[src/rtl/fcc_pkg.sv]
package fcc_pkg;

  // Fixed framing bytes, header size and minimum frame size.
  localparam logic [7:0] SOF_BYTE     = 8'hAA;
  localparam logic [7:0] EOF_BYTE     = 8'h55;
  localparam int         HDR_BYTES    = 4;
  localparam int         MIN_FRAME    = 6;
  // CRC-8/MAXIM: polynomial 0x31, processed LSB first as its mirror 0x8C.
  localparam logic [7:0] CRC_POLY_REF = 8'h8C;

  // Configuration register indexes.
  localparam int         CFG_IDX_W    = 2;
  localparam logic [CFG_IDX_W-1:0] REG_TYPE_NOTIFY   = 2'd0;
  localparam logic [CFG_IDX_W-1:0] REG_TYPE_REALTIME = 2'd1;
  localparam logic [CFG_IDX_W-1:0] REG_TYPE_STATUS   = 2'd2;

  typedef enum logic [2:0] {
    ST_OK       = 3'd0,
    ST_SHORT    = 3'd1,
    ST_BAD_SOF  = 3'd2,
    ST_BAD_EOF  = 3'd3,
    ST_LENGTH   = 3'd4,
    ST_CRC      = 3'd5,
    ST_TOO_LONG = 3'd6,
    ST_TYPE     = 3'd7
  } status_t;

  // Verdict of a frame, produced on the cycle its last byte is taken.
  typedef struct packed {
    logic        valid;
    logic        run;     // accepted with a nonempty payload: replay from the store
    status_t     status;
    logic [7:0]  ftype;
    logic [15:0] flen;
  } fcc_done_t;

  function automatic logic [7:0] crc8_update(input logic [7:0] crc, input logic [7:0] b);
    logic [7:0] c;
    c = crc ^ b;
    for (int i = 0; i < 8; i++) begin
      c = c[0] ? ((c >> 1) ^ CRC_POLY_REF) : (c >> 1);
    end
    return c;
  endfunction

endpackage

[src/rtl/fcc_ifs.sv]
interface fcc_in_if;
  logic       valid;
  logic       ready;
  logic [7:0] rx_byte;
  logic       frame_end;
  modport source (output valid, rx_byte, frame_end, input ready);
  modport sink (input valid, rx_byte, frame_end, output ready);
endinterface

interface fcc_out_if;
  logic        valid;
  logic        ready;
  logic [2:0]  status;
  logic [7:0]  frame_type;
  logic [15:0] payload_length;
  logic [7:0]  payload_byte;
  logic        has_byte;
  logic        run_last;
  modport source (output valid, status, frame_type, payload_length, payload_byte,
                  has_byte, run_last, input ready);
  modport sink (input valid, status, frame_type, payload_length, payload_byte,
                has_byte, run_last, output ready);
endinterface

interface fcc_cfg_if;
  logic       valid;
  logic       ready;
  logic [1:0] reg_index;
  logic [7:0] wr_data;
  modport source (output valid, reg_index, wr_data, input ready);
  modport sink (input valid, reg_index, wr_data, output ready);
endinterface

[src/rtl/frame_check_crc8_deframer.sv]
// Frame checker and deframer for byte-serial frames of the form
// SOF 0xAA, type, 16-bit little-endian length L, L payload bytes, CRC-8/MAXIM
// over SOF through payload, EOF 0x55.
// in_ch takes one raw byte per item; frame_end marks the last byte of a frame.
// Items without frame_end produce nothing. The last byte produces either one
// status item (rejected frame, or accepted frame with L = 0, has_byte low) or,
// for an accepted frame, one item per payload byte with run_last on the final one.
// cfg_ch writes the three accepted type codes (indexes 0, 1, 2; reset 1, 2, 3)
// and is always ready; write it only while the block is idle.
// Throughput is one byte per cycle while in_ch is ready. A status item appears in
// the cycle after the last byte; a replay sets its engine active, then reads one
// payload byte per cycle while out_ch is ready, a rate the single read port sets.
// While a replay runs, the next frame's bytes keep flowing in, except that any
// byte past the header waits until the replay has read the entry at its offset,
// and the next frame's last byte waits until the replay is finished.
// A stalled out_ch holds its item in the output register; input then backs up
// only when a result or a replay read has nowhere to go.
// Reset is synchronous and active low; it clears frame state, reloads type codes.
// The payload memory needs no clearing pass: every byte replayed was written
// earlier in the same frame.
module frame_check_crc8_deframer import fcc_pkg::*; #(
  parameter int MAX_FRAME = 32
) (
  input  logic      clk,
  input  logic      rst_n,
  fcc_in_if.sink    in_ch,
  fcc_out_if.source out_ch,
  fcc_cfg_if.sink   cfg_ch
);

  // Payload bytes that fit in a frame of MAX_FRAME bytes; at least one entry
  // is kept so the memory is never empty.
  localparam int STORE_USED  = MAX_FRAME - MIN_FRAME;
  localparam int STORE_DEPTH = (STORE_USED > 0) ? STORE_USED : 1;
  localparam int AW          = (STORE_DEPTH > 1) ? $clog2(STORE_DEPTH) : 1;
  localparam int PW          = $clog2(MAX_FRAME);

  logic          in_acc;
  logic          wr_en;
  logic [AW-1:0] wr_addr;
  logic [7:0]    wr_data;
  logic          rd_en;
  logic [AW-1:0] rd_addr;
  logic [7:0]    rd_q;
  logic          pay_phase;
  logic [PW-1:0] pay_k;
  logic          rp_active;
  logic [AW-1:0] rp_ptr;
  fcc_done_t     done;
  logic          wr_hazard;
  logic          end_blocked;

  // A payload byte of the next frame may only land in an entry that the
  // running replay has already read.
  assign wr_hazard   = rp_active && pay_phase && (pay_k >= PW'(rp_ptr));
  // A last byte needs a free output register and a free replay engine.
  assign end_blocked = in_ch.frame_end && (rp_active || (out_ch.valid && !out_ch.ready));

  assign in_ch.ready = !wr_hazard && !end_blocked;
  assign in_acc      = in_ch.valid && in_ch.ready;
  assign cfg_ch.ready = 1'b1;

  fcc_frame #(
    .MAX_FRAME (MAX_FRAME),
    .PW        (PW),
    .AW        (AW)
  ) u_frame (
    .clk       (clk),
    .rst_n     (rst_n),
    .acc       (in_acc),
    .rx_byte   (in_ch.rx_byte),
    .frame_end (in_ch.frame_end),
    .cfg_we    (cfg_ch.valid),
    .cfg_idx   (cfg_ch.reg_index),
    .cfg_data  (cfg_ch.wr_data),
    .wr_en     (wr_en),
    .wr_addr   (wr_addr),
    .wr_data   (wr_data),
    .pay_phase (pay_phase),
    .pay_k     (pay_k),
    .done      (done)
  );

  fcc_store #(
    .DEPTH (STORE_DEPTH),
    .AW    (AW)
  ) u_store (
    .clk     (clk),
    .wr_en   (wr_en),
    .wr_addr (wr_addr),
    .wr_data (wr_data),
    .rd_en   (rd_en),
    .rd_addr (rd_addr),
    .rd_q    (rd_q)
  );

  fcc_replay #(
    .AW (AW)
  ) u_replay (
    .clk        (clk),
    .rst_n      (rst_n),
    .done       (done),
    .rd_q       (rd_q),
    .rd_en      (rd_en),
    .rd_addr    (rd_addr),
    .rp_active  (rp_active),
    .rp_ptr     (rp_ptr),
    .out_valid  (out_ch.valid),
    .out_ready  (out_ch.ready),
    .out_status (out_ch.status),
    .out_type   (out_ch.frame_type),
    .out_len    (out_ch.payload_length),
    .out_byte   (out_ch.payload_byte),
    .out_has    (out_ch.has_byte),
    .out_last   (out_ch.run_last)
  );

endmodule

[src/rtl/fcc_store.sv]
module fcc_store #(
  parameter int DEPTH = 26,
  parameter int AW    = 5
) (
  input  logic          clk,
  input  logic          wr_en,
  input  logic [AW-1:0] wr_addr,
  input  logic [7:0]    wr_data,
  input  logic          rd_en,
  input  logic [AW-1:0] rd_addr,
  output logic [7:0]    rd_q
);

  logic [7:0] mem [DEPTH];
  logic [7:0] rd_q_r;

  always_ff @(posedge clk) begin
    if (wr_en) begin
      mem[wr_addr] <= wr_data;
    end
  end

  // Read data is held while the output stage is stalled.
  always_ff @(posedge clk) begin
    if (rd_en) begin
      rd_q_r <= mem[rd_addr];
    end
  end

  assign rd_q = rd_q_r;

endmodule

[src/rtl/fcc_frame.sv]
module fcc_frame import fcc_pkg::*; #(
  parameter int MAX_FRAME = 32,
  parameter int PW        = 5,
  parameter int AW        = 5
) (
  input  logic                 clk,
  input  logic                 rst_n,
  input  logic                 acc,
  input  logic [7:0]           rx_byte,
  input  logic                 frame_end,
  input  logic                 cfg_we,
  input  logic [CFG_IDX_W-1:0] cfg_idx,
  input  logic [7:0]           cfg_data,
  output logic                 wr_en,
  output logic [AW-1:0]        wr_addr,
  output logic [7:0]           wr_data,
  output logic                 pay_phase,
  output logic [PW-1:0]        pay_k,
  output fcc_done_t            done
);

  localparam logic [PW:0]  MAX_CNT    = (PW+1)'(MAX_FRAME);
  localparam logic [PW:0]  STORE_USED = (PW+1)'(MAX_FRAME - MIN_FRAME);
  localparam logic [PW:0]  MIN_CNT    = (PW+1)'(MIN_FRAME);
  localparam logic [PW-1:0] HDR      = PW'(HDR_BYTES);

  logic [PW-1:0] pos_r, pos_nxt;
  logic [7:0]    crc_r, crc_nxt;
  logic [7:0]    type_r, type_nxt;
  logic [15:0]   len_r, len_nxt;
  logic [7:0]    rcrc_r, rcrc_nxt;
  logic          sok_r, sok_nxt;
  logic          ovf_r, ovf_nxt;
  logic [7:0]    cfg_notify_r, cfg_realtime_r, cfg_status_r;

  assign pay_k     = pos_r - HDR;
  assign pay_phase = !ovf_r && (pos_r >= HDR);
  assign wr_data   = rx_byte;

  always_comb begin
    logic [PW-1:0] k;
    logic [7:0]    u_crc, u_type, u_rcrc;
    logic [15:0]   u_len;
    logic          u_sok;
    logic [PW:0]   cnt;
    status_t       st;

    k       = pos_r - HDR;
    u_crc   = crc_r;
    u_type  = type_r;
    u_len   = len_r;
    u_rcrc  = rcrc_r;
    u_sok   = sok_r;
    cnt     = {1'b0, pos_r} + (PW+1)'(1);
    st      = ST_OK;
    wr_en   = 1'b0;
    wr_addr = AW'(k);
    pos_nxt = pos_r;
    ovf_nxt = ovf_r;
    done    = '0;

    if (acc && !ovf_r) begin
      case (pos_r)
        PW'(0): begin
          u_type = 8'd0;
          u_len  = 16'd0;
          u_rcrc = 8'd0;
          u_sok  = (rx_byte == SOF_BYTE);
          u_crc  = crc8_update(8'd0, rx_byte);
        end
        PW'(1): begin
          u_type = rx_byte;
          u_crc  = crc8_update(crc_r, rx_byte);
        end
        PW'(2): begin
          u_len = {len_r[15:8], rx_byte};
          u_crc = crc8_update(crc_r, rx_byte);
        end
        PW'(3): begin
          u_len = {rx_byte, len_r[7:0]};
          u_crc = crc8_update(crc_r, rx_byte);
        end
        default: begin
          if (16'(k) < len_r) begin
            u_crc = crc8_update(crc_r, rx_byte);
            wr_en = ({1'b0, k} < STORE_USED);
          end else if (16'(k) == len_r) begin
            u_rcrc = rx_byte;
          end
        end
      endcase
      if (!frame_end) begin
        if (cnt >= MAX_CNT) begin
          ovf_nxt = 1'b1;
        end else begin
          pos_nxt = pos_r + PW'(1);
        end
      end
    end

    crc_nxt  = u_crc;
    type_nxt = u_type;
    len_nxt  = u_len;
    rcrc_nxt = u_rcrc;
    sok_nxt  = u_sok;

    if (acc && frame_end) begin
      if (!ovf_r && cnt < MIN_CNT) begin
        st = ST_SHORT;
      end else if (!u_sok) begin
        st = ST_BAD_SOF;
      end else if (rx_byte != EOF_BYTE) begin
        st = ST_BAD_EOF;
      end else if (ovf_r) begin
        st = ST_TOO_LONG;
      end else if (17'(cnt) != 17'(u_len) + 17'(MIN_FRAME)) begin
        st = ST_LENGTH;
      end else if (u_rcrc != u_crc) begin
        st = ST_CRC;
      end else if (u_type != cfg_notify_r && u_type != cfg_realtime_r &&
                   u_type != cfg_status_r) begin
        st = ST_TYPE;
      end
      done.valid  = 1'b1;
      done.run    = (st == ST_OK) && (u_len != 16'd0);
      done.status = st;
      done.ftype  = u_type;
      done.flen   = u_len;
      // The next byte starts a new frame.
      pos_nxt  = '0;
      ovf_nxt  = 1'b0;
      crc_nxt  = 8'd0;
      type_nxt = 8'd0;
      len_nxt  = 16'd0;
      rcrc_nxt = 8'd0;
      sok_nxt  = 1'b0;
    end
  end

  always_ff @(posedge clk) begin
    if (!rst_n) begin
      pos_r  <= '0;
      crc_r  <= 8'd0;
      type_r <= 8'd0;
      len_r  <= 16'd0;
      rcrc_r <= 8'd0;
      sok_r  <= 1'b0;
      ovf_r  <= 1'b0;
    end else begin
      pos_r  <= pos_nxt;
      crc_r  <= crc_nxt;
      type_r <= type_nxt;
      len_r  <= len_nxt;
      rcrc_r <= rcrc_nxt;
      sok_r  <= sok_nxt;
      ovf_r  <= ovf_nxt;
    end
  end

  always_ff @(posedge clk) begin
    if (!rst_n) begin
      cfg_notify_r   <= 8'd1;
      cfg_realtime_r <= 8'd2;
      cfg_status_r   <= 8'd3;
    end else if (cfg_we) begin
      case (cfg_idx)
        REG_TYPE_NOTIFY:   cfg_notify_r   <= cfg_data;
        REG_TYPE_REALTIME: cfg_realtime_r <= cfg_data;
        REG_TYPE_STATUS:   cfg_status_r   <= cfg_data;
        default: ;
      endcase
    end
  end

endmodule

[src/rtl/fcc_replay.sv]
module fcc_replay import fcc_pkg::*; #(
  parameter int AW = 5
) (
  input  logic          clk,
  input  logic          rst_n,
  input  fcc_done_t     done,
  input  logic [7:0]    rd_q,
  output logic          rd_en,
  output logic [AW-1:0] rd_addr,
  output logic          rp_active,
  output logic [AW-1:0] rp_ptr,
  output logic          out_valid,
  input  logic          out_ready,
  output logic [2:0]    out_status,
  output logic [7:0]    out_type,
  output logic [15:0]   out_len,
  output logic [7:0]    out_byte,
  output logic          out_has,
  output logic          out_last
);

  logic          act_r, act_nxt;
  logic [AW-1:0] ptr_r, ptr_nxt;
  logic [7:0]    rtype_r, rtype_nxt;
  logic [15:0]   rlen_r, rlen_nxt;
  logic          ov_r, ov_nxt;
  status_t       ost_r, ost_nxt;
  logic [7:0]    otype_r, otype_nxt;
  logic [15:0]   olen_r, olen_nxt;
  logic          ohas_r, ohas_nxt;
  logic          olast_r, olast_nxt;
  logic          slot_free, issue, at_last;

  // The output register is refilled on the same edge at which it empties.
  assign slot_free = !ov_r || out_ready;
  assign issue     = act_r && slot_free;
  assign at_last   = (16'(ptr_r) == rlen_r - 16'd1);
  assign rd_en     = issue;
  assign rd_addr   = ptr_r;
  assign rp_active = act_r;
  assign rp_ptr    = ptr_r;

  always_comb begin
    act_nxt   = act_r;
    ptr_nxt   = ptr_r;
    rtype_nxt = rtype_r;
    rlen_nxt  = rlen_r;
    ov_nxt    = ov_r;
    ost_nxt   = ost_r;
    otype_nxt = otype_r;
    olen_nxt  = olen_r;
    ohas_nxt  = ohas_r;
    olast_nxt = olast_r;
    if (done.valid && done.run) begin
      act_nxt   = 1'b1;
      ptr_nxt   = '0;
      rtype_nxt = done.ftype;
      rlen_nxt  = done.flen;
      if (out_ready) begin
        ov_nxt = 1'b0;
      end
    end else if (done.valid) begin
      ov_nxt    = 1'b1;
      ost_nxt   = done.status;
      otype_nxt = done.ftype;
      olen_nxt  = done.flen;
      ohas_nxt  = 1'b0;
      olast_nxt = 1'b1;
    end else if (issue) begin
      ov_nxt    = 1'b1;
      ost_nxt   = ST_OK;
      otype_nxt = rtype_r;
      olen_nxt  = rlen_r;
      ohas_nxt  = 1'b1;
      olast_nxt = at_last;
      ptr_nxt   = ptr_r + AW'(1);
      if (at_last) begin
        act_nxt = 1'b0;
      end
    end else if (out_ready) begin
      ov_nxt = 1'b0;
    end
  end

  always_ff @(posedge clk) begin
    if (!rst_n) begin
      act_r <= 1'b0;
      ov_r  <= 1'b0;
    end else begin
      act_r <= act_nxt;
      ov_r  <= ov_nxt;
    end
  end

  always_ff @(posedge clk) begin
    ptr_r   <= ptr_nxt;
    rtype_r <= rtype_nxt;
    rlen_r  <= rlen_nxt;
    ost_r   <= ost_nxt;
    otype_r <= otype_nxt;
    olen_r  <= olen_nxt;
    ohas_r  <= ohas_nxt;
    olast_r <= olast_nxt;
  end

  assign out_valid  = ov_r;
  assign out_status = ost_r;
  assign out_type   = otype_r;
  assign out_len    = olen_r;
  assign out_byte   = ohas_r ? rd_q : 8'd0;
  assign out_has    = ohas_r;
  assign out_last   = olast_r;

endmodule
[src/flat_wrapper.sv]
// flat-port wrapper written by rule: the top's interface ports become plain ports
module frame_check_crc8_deframer_flat import fcc_pkg::*;
#(
  parameter int MAX_FRAME = 32
)
  (clk, rst_n, in_ch_valid, in_ch_rx_byte, in_ch_frame_end, in_ch_ready, out_ch_valid, out_ch_status, out_ch_frame_type, out_ch_payload_length, out_ch_payload_byte, out_ch_has_byte, out_ch_run_last, out_ch_ready, cfg_ch_valid, cfg_ch_reg_index, cfg_ch_wr_data, cfg_ch_ready);
  fcc_in_if in_ch_i ();
  fcc_out_if out_ch_i ();
  fcc_cfg_if cfg_ch_i ();
  input  logic clk;
  input  logic rst_n;
  input wire logic [$bits(in_ch_i.valid)-1:0] in_ch_valid;
  input wire logic [$bits(in_ch_i.rx_byte)-1:0] in_ch_rx_byte;
  input wire logic [$bits(in_ch_i.frame_end)-1:0] in_ch_frame_end;
  output wire logic [$bits(in_ch_i.ready)-1:0] in_ch_ready;
  output wire logic [$bits(out_ch_i.valid)-1:0] out_ch_valid;
  output wire logic [$bits(out_ch_i.status)-1:0] out_ch_status;
  output wire logic [$bits(out_ch_i.frame_type)-1:0] out_ch_frame_type;
  output wire logic [$bits(out_ch_i.payload_length)-1:0] out_ch_payload_length;
  output wire logic [$bits(out_ch_i.payload_byte)-1:0] out_ch_payload_byte;
  output wire logic [$bits(out_ch_i.has_byte)-1:0] out_ch_has_byte;
  output wire logic [$bits(out_ch_i.run_last)-1:0] out_ch_run_last;
  input wire logic [$bits(out_ch_i.ready)-1:0] out_ch_ready;
  input wire logic [$bits(cfg_ch_i.valid)-1:0] cfg_ch_valid;
  input wire logic [$bits(cfg_ch_i.reg_index)-1:0] cfg_ch_reg_index;
  input wire logic [$bits(cfg_ch_i.wr_data)-1:0] cfg_ch_wr_data;
  output wire logic [$bits(cfg_ch_i.ready)-1:0] cfg_ch_ready;
  assign in_ch_i.valid = in_ch_valid;
  assign in_ch_i.rx_byte = in_ch_rx_byte;
  assign in_ch_i.frame_end = in_ch_frame_end;
  assign in_ch_ready = in_ch_i.ready;
  assign out_ch_valid = out_ch_i.valid;
  assign out_ch_status = out_ch_i.status;
  assign out_ch_frame_type = out_ch_i.frame_type;
  assign out_ch_payload_length = out_ch_i.payload_length;
  assign out_ch_payload_byte = out_ch_i.payload_byte;
  assign out_ch_has_byte = out_ch_i.has_byte;
  assign out_ch_run_last = out_ch_i.run_last;
  assign out_ch_i.ready = out_ch_ready;
  assign cfg_ch_i.valid = cfg_ch_valid;
  assign cfg_ch_i.reg_index = cfg_ch_reg_index;
  assign cfg_ch_i.wr_data = cfg_ch_wr_data;
  assign cfg_ch_ready = cfg_ch_i.ready;
  frame_check_crc8_deframer #(.MAX_FRAME(MAX_FRAME)) u_core (.clk(clk), .rst_n(rst_n), .in_ch(in_ch_i), .out_ch(out_ch_i), .cfg_ch(cfg_ch_i));
endmodule
[config.mk]
export PLATFORM = sky130hd
export DESIGN_NAME = frame_check_crc8_deframer_flat
export DESIGN_NICKNAME = d
export VERILOG_FILES = /design/src/rtl/fcc_pkg.sv /design/src/rtl/fcc_ifs.sv /design/src/rtl/frame_check_crc8_deframer.sv /design/src/rtl/fcc_store.sv /design/src/rtl/fcc_frame.sv /design/src/rtl/fcc_replay.sv /design/src/flat_wrapper.sv
export SDC_FILE = /design/constraint.sdc
export NUM_CORES = 1
export LEC_CHECK = 0
export ABC_CLOCK_PERIOD_IN_PS = 18500
export BUFFER_PORTS_ARGS = -buffer_cell sky130_fd_sc_hd__buf_2
export CAP_MARGIN = 10
export CORE_AREA = 2 2 177 179
export CTS_BUF_LIST = sky130_fd_sc_hd__clkbuf_8
export DETAILED_ROUTE_END_ITERATION = 16
export DIE_AREA = 0 0 179 181
export PLACE_DENSITY = 0.69
export SLEW_MARGIN = 25
export SYNTH_ARGS = -nofsm -noshare
export SYNTH_HDL_FRONTEND = slang
export SYNTH_HIERARCHICAL = 1
export SYNTH_SLANG_ARGS = --single-unit
[constraint.sdc]
create_clock -name clk -period 18.5 [get_ports clk]
set_input_delay 1.85 -clock clk [delete_from_list [all_inputs] [get_ports clk]]
set_output_delay 1.85 -clock clk [all_outputs]
set_load 0.01 [all_outputs]
After elaboration in Yosys (flattened, before gate mapping)
Memory sizes are Yosys's and may differ from the RTL's. A register that Yosys moved wholly into a read port is not among the register bits.
Cells that the tools add are included.
- magnitude comparators: 6
- divide/modulo/power cells: 0
- multiplexer cells: 60
- bitwise gates (word level): 22
- shifts and indexed selects: 0
- $mul: 0
- add/sub/neg operators: 6
- reduce and logical (&&, ||, !) cells: 40
- equality and inequality tests: 15
- operators with widths (operator ; number):
    8-bit 2-to-1 mux ; 25
    16-bit 2-to-1 mux ; 3
    2-bit NOT with 3-bit output ; 16
    16-bit case mux with 3 select lines ; 1
    8-bit case mux with 2 select lines ; 3
    5-bit by 16-bit == test with 1-bit output ; 2
    8-bit inequality test ; 4
    3-bit 2-to-1 mux ; 10
    29-bit 2-to-1 mux ; 1
    16-bit by 3-bit adder with 17-bit output, second input constant ; 1
    1-bit 2-to-1 mux ; 17
    6-bit by 17-bit inequality test with 1-bit output ; 1
    5-bit by 16-bit less-than comparator with 1-bit output ; 1
    16-bit nonzero test ; 1
    16-bit by 1-bit subtractor with 16-bit output, second input constant ; 1
    1-bit logical AND ; 15
    5-bit by 1-bit adder with 5-bit output, second input constant ; 2
    5-bit by 2-bit == test with 1-bit output, second input constant ; 2
    2-bit AND reduction ; 5
    3-bit AND reduction ; 3
    8-bit == test, second input constant ; 1
    8-bit by 7-bit inequality test with 1-bit output, second input constant ; 1
    8-bit XOR ; 1
    5-bit by 1-bit adder with 6-bit output, second input constant ; 1
    other kinds (20) ; 31
- bits in writable memories: 208
- register bits after elaboration: 131
- output and inout port bits: 40
- memory bits (read-only): 0
- word-level logic and storage cells: 170
- bits in latches: 0
- memories: 1
- input bits: 24
- memories (memory ; depth ; bits a word ; rd ports ; clocked after Yosys merged registers in ; wr ports ; RTL line ; text):
    u_core.u_store.mem ; 26 ; 8 ; 1 ; 1 ; 1 ; fcc_store.sv:14 ; logic [7:0] mem [DEPTH];

Longest topological paths before layout
- depth in word-level cells: 34
- depth in mapped cells: 27
- mapped depth without buffers: 25

Modules after synthesis
The synthesis kept the hierarchy.
- by module, submodules not included (module ; cells each ; area an instance (µm²) ; times used ; seq. area each (µm²)):
    fcc_store ; 473 ; 8544.4 ; 1 ; 6486.2
    fcc_frame ; 626 ; 5182.5 ; 1 ; 1421.4
    fcc_replay ; 181 ; 2657.5 ; 1 ; 1731.7
    frame_check_crc8_deframer ; 26 ; 172.7 ; 1 ; 0.0

Worst setup path before layout
OpenSTA, ideal clock, no wires.
- kind: in2reg
- start point: in out_ch_ready
- end point: reg u_core.u_replay.ohas_r, in the netlist u_core/u_replay/out_has (enable)
- setup time: 0.419 ns
- data required time: 18.081 ns
- stages: 19
- path slack: 11.979 ns
- path buffers: 2
- data arrival time: 6.103 ns
- path through: nor2b_1 > o21a_1 > a2111oi_2 > nand4bb_1 > buf_2 > or2_1 > buf_2 > a22oi_1 > ha_1 > inv_1 > nand2_1 > o32ai_2 > and3_1 > o32ai_1 > nand2b_1 > nor4_1 > nand2_1 > nor3_2 > o21ai_1
- RTL lines (element ; RTL line ; text):
    start: declaration ; flat_wrapper.sv:23 ; input wire logic [$bits(out_ch_i.ready)-1:0] out_ch_ready;
    end signal: assignment ; fcc_replay.sv:102 ; ohas_r <= ohas_nxt;
    end: declaration ; fcc_replay.sv:30 ; logic ohas_r, ohas_nxt;

==> impl_metrics.yaml <==
die:
  rows: 64
  initial_core_util: 0.546
  die_w_um: 179
  core_sq_um: 30300
  die_area_sq_um: 32400
  io_pins: 64
  die_y_um: 181
cts:
  cts_tree: "built"
  clk_pin_slew_worst_paths_ps: 60
  cts_max_level: 2
  clk_latency_ps: 600
  cts_sinks: 347
  post-cts-setup-buffer-count: 0
  cts_made_buffers: 57
  clock-root-buffer: "clkbuf_8"
  clk_path_buf_depth: 3
  cts_resized: 0
  holdBufCountCts: 0
final_layout:
  drive_gt1_frac: 0.157
  multi_input_area_sq_um: 6340
  regArea_sq_um: 9650
  fin_area_sq_um: 18100
  area_growth_pct: 9.43
  fill_cells: 2489
  nNetsFinal: 1398
route:
  via_per_inst: 5.94
  drt_iter0_drc: 1106
  m1WireLength_um: 17000
  drc_errors: 0
  vias: 10700
  route.met3.wl_um: 2820
  detail-route-antenna-nets: 0
  routed_wl_um: 37200
  routedWlPerCell_um: 20.7
  dr.pass1.iters: 6
  routed-wl-met2_um: 16800
  highest_layer: "met5"
worst_setup_path:
  cp_data_required_time_ps: 19020
  cp.arrival_ps: 7870
  critPathSlowestCell: "a2111oi_2"
  startpoint_type: "flop"
  critPathMaxFanout: 28
  max_stage_delay_ps: 640
  path_class: "flop to flop"
  crit_chain: "inv_1 > ha_1 > xor2_1 > ha_1 > a21oi_1 > nor2_1 > a2111oi_2 > and4bb_4 > and2_1 > a22oi_1 > ha_1 > inv_1 > nand2_1 > o32ai_2 > nand3_1 > o41ai_1 > nand4b_1 > nor4_1 > nand2_1 > nor3_2 > nand2_1 > inv_2 > o21ai_0 > a41oi_2"
  endpoint_kind: "flop"
placed_design:
  place.gp.congestion: 0.919
  port_buffers: 62
  dp_hpwl_um: 24100
  placed_area_sq_um: 17000
timing:
  setup_tns_ps: 0
  final-setup-viol-count: 0
  hold_viol: 0
  period_share: 0.397
  post-route-min-period_ps: 7340
  rsz0062_at_grt: "no"
  slew_violations: 0
  clock_skew_ps: 37.7
  slew_headroom: 0.345
  tightest_slew_ps: 983
  fmax_ghz: 0.136
  timing.hold.ws_ps: 498
global_routing:
  grt_pass1_wl_um: 57900
  antenna_found_initial: 2
  gr-total-overflow: 0
  first_global_vias: 10300
  grtUsageTotal: 0.233
  grt_max_degree: 57
synth:
  yosysSeqAreaShare: 0.582
  avgSynthCellArea_sq_um: 12.7
  syn-cell-area_sq_um: 16600
  yosysUniqueCellTypes: 96
  synth-edff-count: 269
  synth_fp_nets: 1350
  async_flop_share: 0
  yosysWarnings: 6
  synth_flop_cell: "edfxtp_1"
  synth_cells: 1306
  ys_ff_latch: 347
outcome:
  outcome: "complete, no violations"
pwr:
  ir_drop_mv: 0.0415
  p_per_area_nw_per_um2: 89.3
  p_leak_nw: 6.16
run:
  max_cap_violations: 0
hold_path:
  hp-class: "flop to flop"
-- flip-flops by register name (all words and copies together) (netlist names), 3 cells and up --
signal and cells:
u_core/u_frame/cfg_notify_r 8, u_core/u_frame/cfg_realtime_r 8, u_core/u_frame/cfg_status_r 8, u_core/u_frame/crc_r 8, u_core/u_frame/len_r 16, u_core/u_frame/pos_r 5, u_core/u_frame/rcrc_r 8, u_core/u_frame/type_r 8
u_core/u_replay/out_len 16, u_core/u_replay/out_status 3, u_core/u_replay/out_type 8, u_core/u_replay/rd_addr 5, u_core/u_replay/rlen_r 16, u_core/u_replay/rtype_r 8, u_core/u_store/mem 208, u_core/u_store/rd_q 8
-- final timing paths --
| path | startpoint | end | slack (ps) | cells past startpoint |
|---|---|---|---|---|
| setup / recovery | u_core/u_frame/pos_r[2]$_SDFFE_PP0P_ | u_core/u_replay/rp_active$_SDFFE_PN0P_ | 11160 | 24 |
| hold / removal | u_core/u_frame/cfg_status_r[1]$_SDFFE_PN1P_ | u_core/u_frame/cfg_status_r[1]$_SDFFE_PN1P_ | 500 | 2 |
| setup reg to reg | u_core/u_frame/pos_r[2]$_SDFFE_PP0P_ | u_core/u_replay/rp_active$_SDFFE_PN0P_ | 11160 | 24 |
| hold reg to reg | u_core/u_frame/cfg_status_r[1]$_SDFFE_PN1P_ | u_core/u_frame/cfg_status_r[1]$_SDFFE_PN1P_ | 500 | 2 |
-- critical path, delay by kind of cell, from the launching register on --
kind / cells / cell delay [ps]
compound gates: 7 / 2300
simple gates: 10 / 2190
fa+ha+maj: 3 / 980
buf+inv: 3 / 820
xor+xnor: 1 / 550
flops: 1 / 430
-- area by class of cell --
| class | instances | share of cell area |
|---|---|---|
| sequential | 347 | 0.532 |
| multi-input combinational | 846 | 0.350 |
| clock buffer | 60 | 0.0456 |
| tap | 396 | 0.0273 |
| timing repair buffer | 77 | 0.0233 |
| clock inverter | 45 | 0.0162 |
| inverter | 25 | 0.00518 |
| antenna | 1 | 0.000138 |
-- metal layers --
layer,GRT usage,up-vias
met3,0.0434,56
met1,0.351,5248
met2,0.347,421
li1,-,4947
met4,0.0608,2
met5,0,-
-- Yosys cell counts, types with 11 or more instances --
cell type,n,area share
o21ai_1,11,0.0033
inv_1,24,0.0054
mux2_2,15,0.010
edfxtp_1,269,0.49
mux2i_1,97,0.059
nor2_1,121,0.027
ha_1,20,0.015
clkbuf_1,32,0.0073
nand3_1,34,0.010
mux2_1,15,0.010
dfxtp_1,78,0.094
o21ai_0,19,0.0057
nor4_1,14,0.0053
and2_1,20,0.0076
nor3_1,12,0.0036
xnor2_1,62,0.033
a21oi_1,43,0.013
xor2_1,25,0.013
nor2b_1,42,0.016
a22oi_1,29,0.013
nand4_1,12,0.0045
nand2_1,69,0.016
buf_4,21,0.0095
buf_2,20,0.0060
-- stage by stage --
step / setup slack (ps) / utilization / total power, mW / std cells
6_report: 11160 / 0.597 / 1.62 / 1797
5_1_grt: 10380 / 0.597 / 1.68 / 1796
4_1_cts: 10840 / 0.597 / 1.63 / 1796
3_5_place_dp: 10850 / 0.560 / 0.978 / 1691
3_3_place_gp: 11070 / 0.560 / 0.976 / 1691
2_1_floorplan: 11980 / - / 0.948 / 1306
-- report_power, final --
part	switching (mW)	internal, mW
clock	0.300	0.355
combinational	0.0680	0.0446
sequential	0.00504	0.845
total	0.373	1.24
-- cell usage in the layout, fill, tap and decap left out, types with 42 or more instances in the layout --
cell and count:
clkbuf_8 60, mux2i_1 97, nor2b_1 42, buf_2 62
a21oi_1 43, nor2_1 121, edfxtp_1 269, dfxtp_1 75
xnor2_1 62, nand2_1 69
-- cell families after synthesis --
| kind of cell | Yosys count | synth area share |
|---|---|---|
| other cells | 1 | 0.000226 |
| simple gates | 399 | 0.129 |
| compound gates | 192 | 0.0846 |
| buf+inv | 113 | 0.0351 |
| fa+ha+maj | 20 | 0.0151 |
| mux | 143 | 0.102 |
| xor+xnor | 91 | 0.0516 |
| flops | 347 | 0.582 |
No activity file was read; power rests on OpenSTA's default activity.
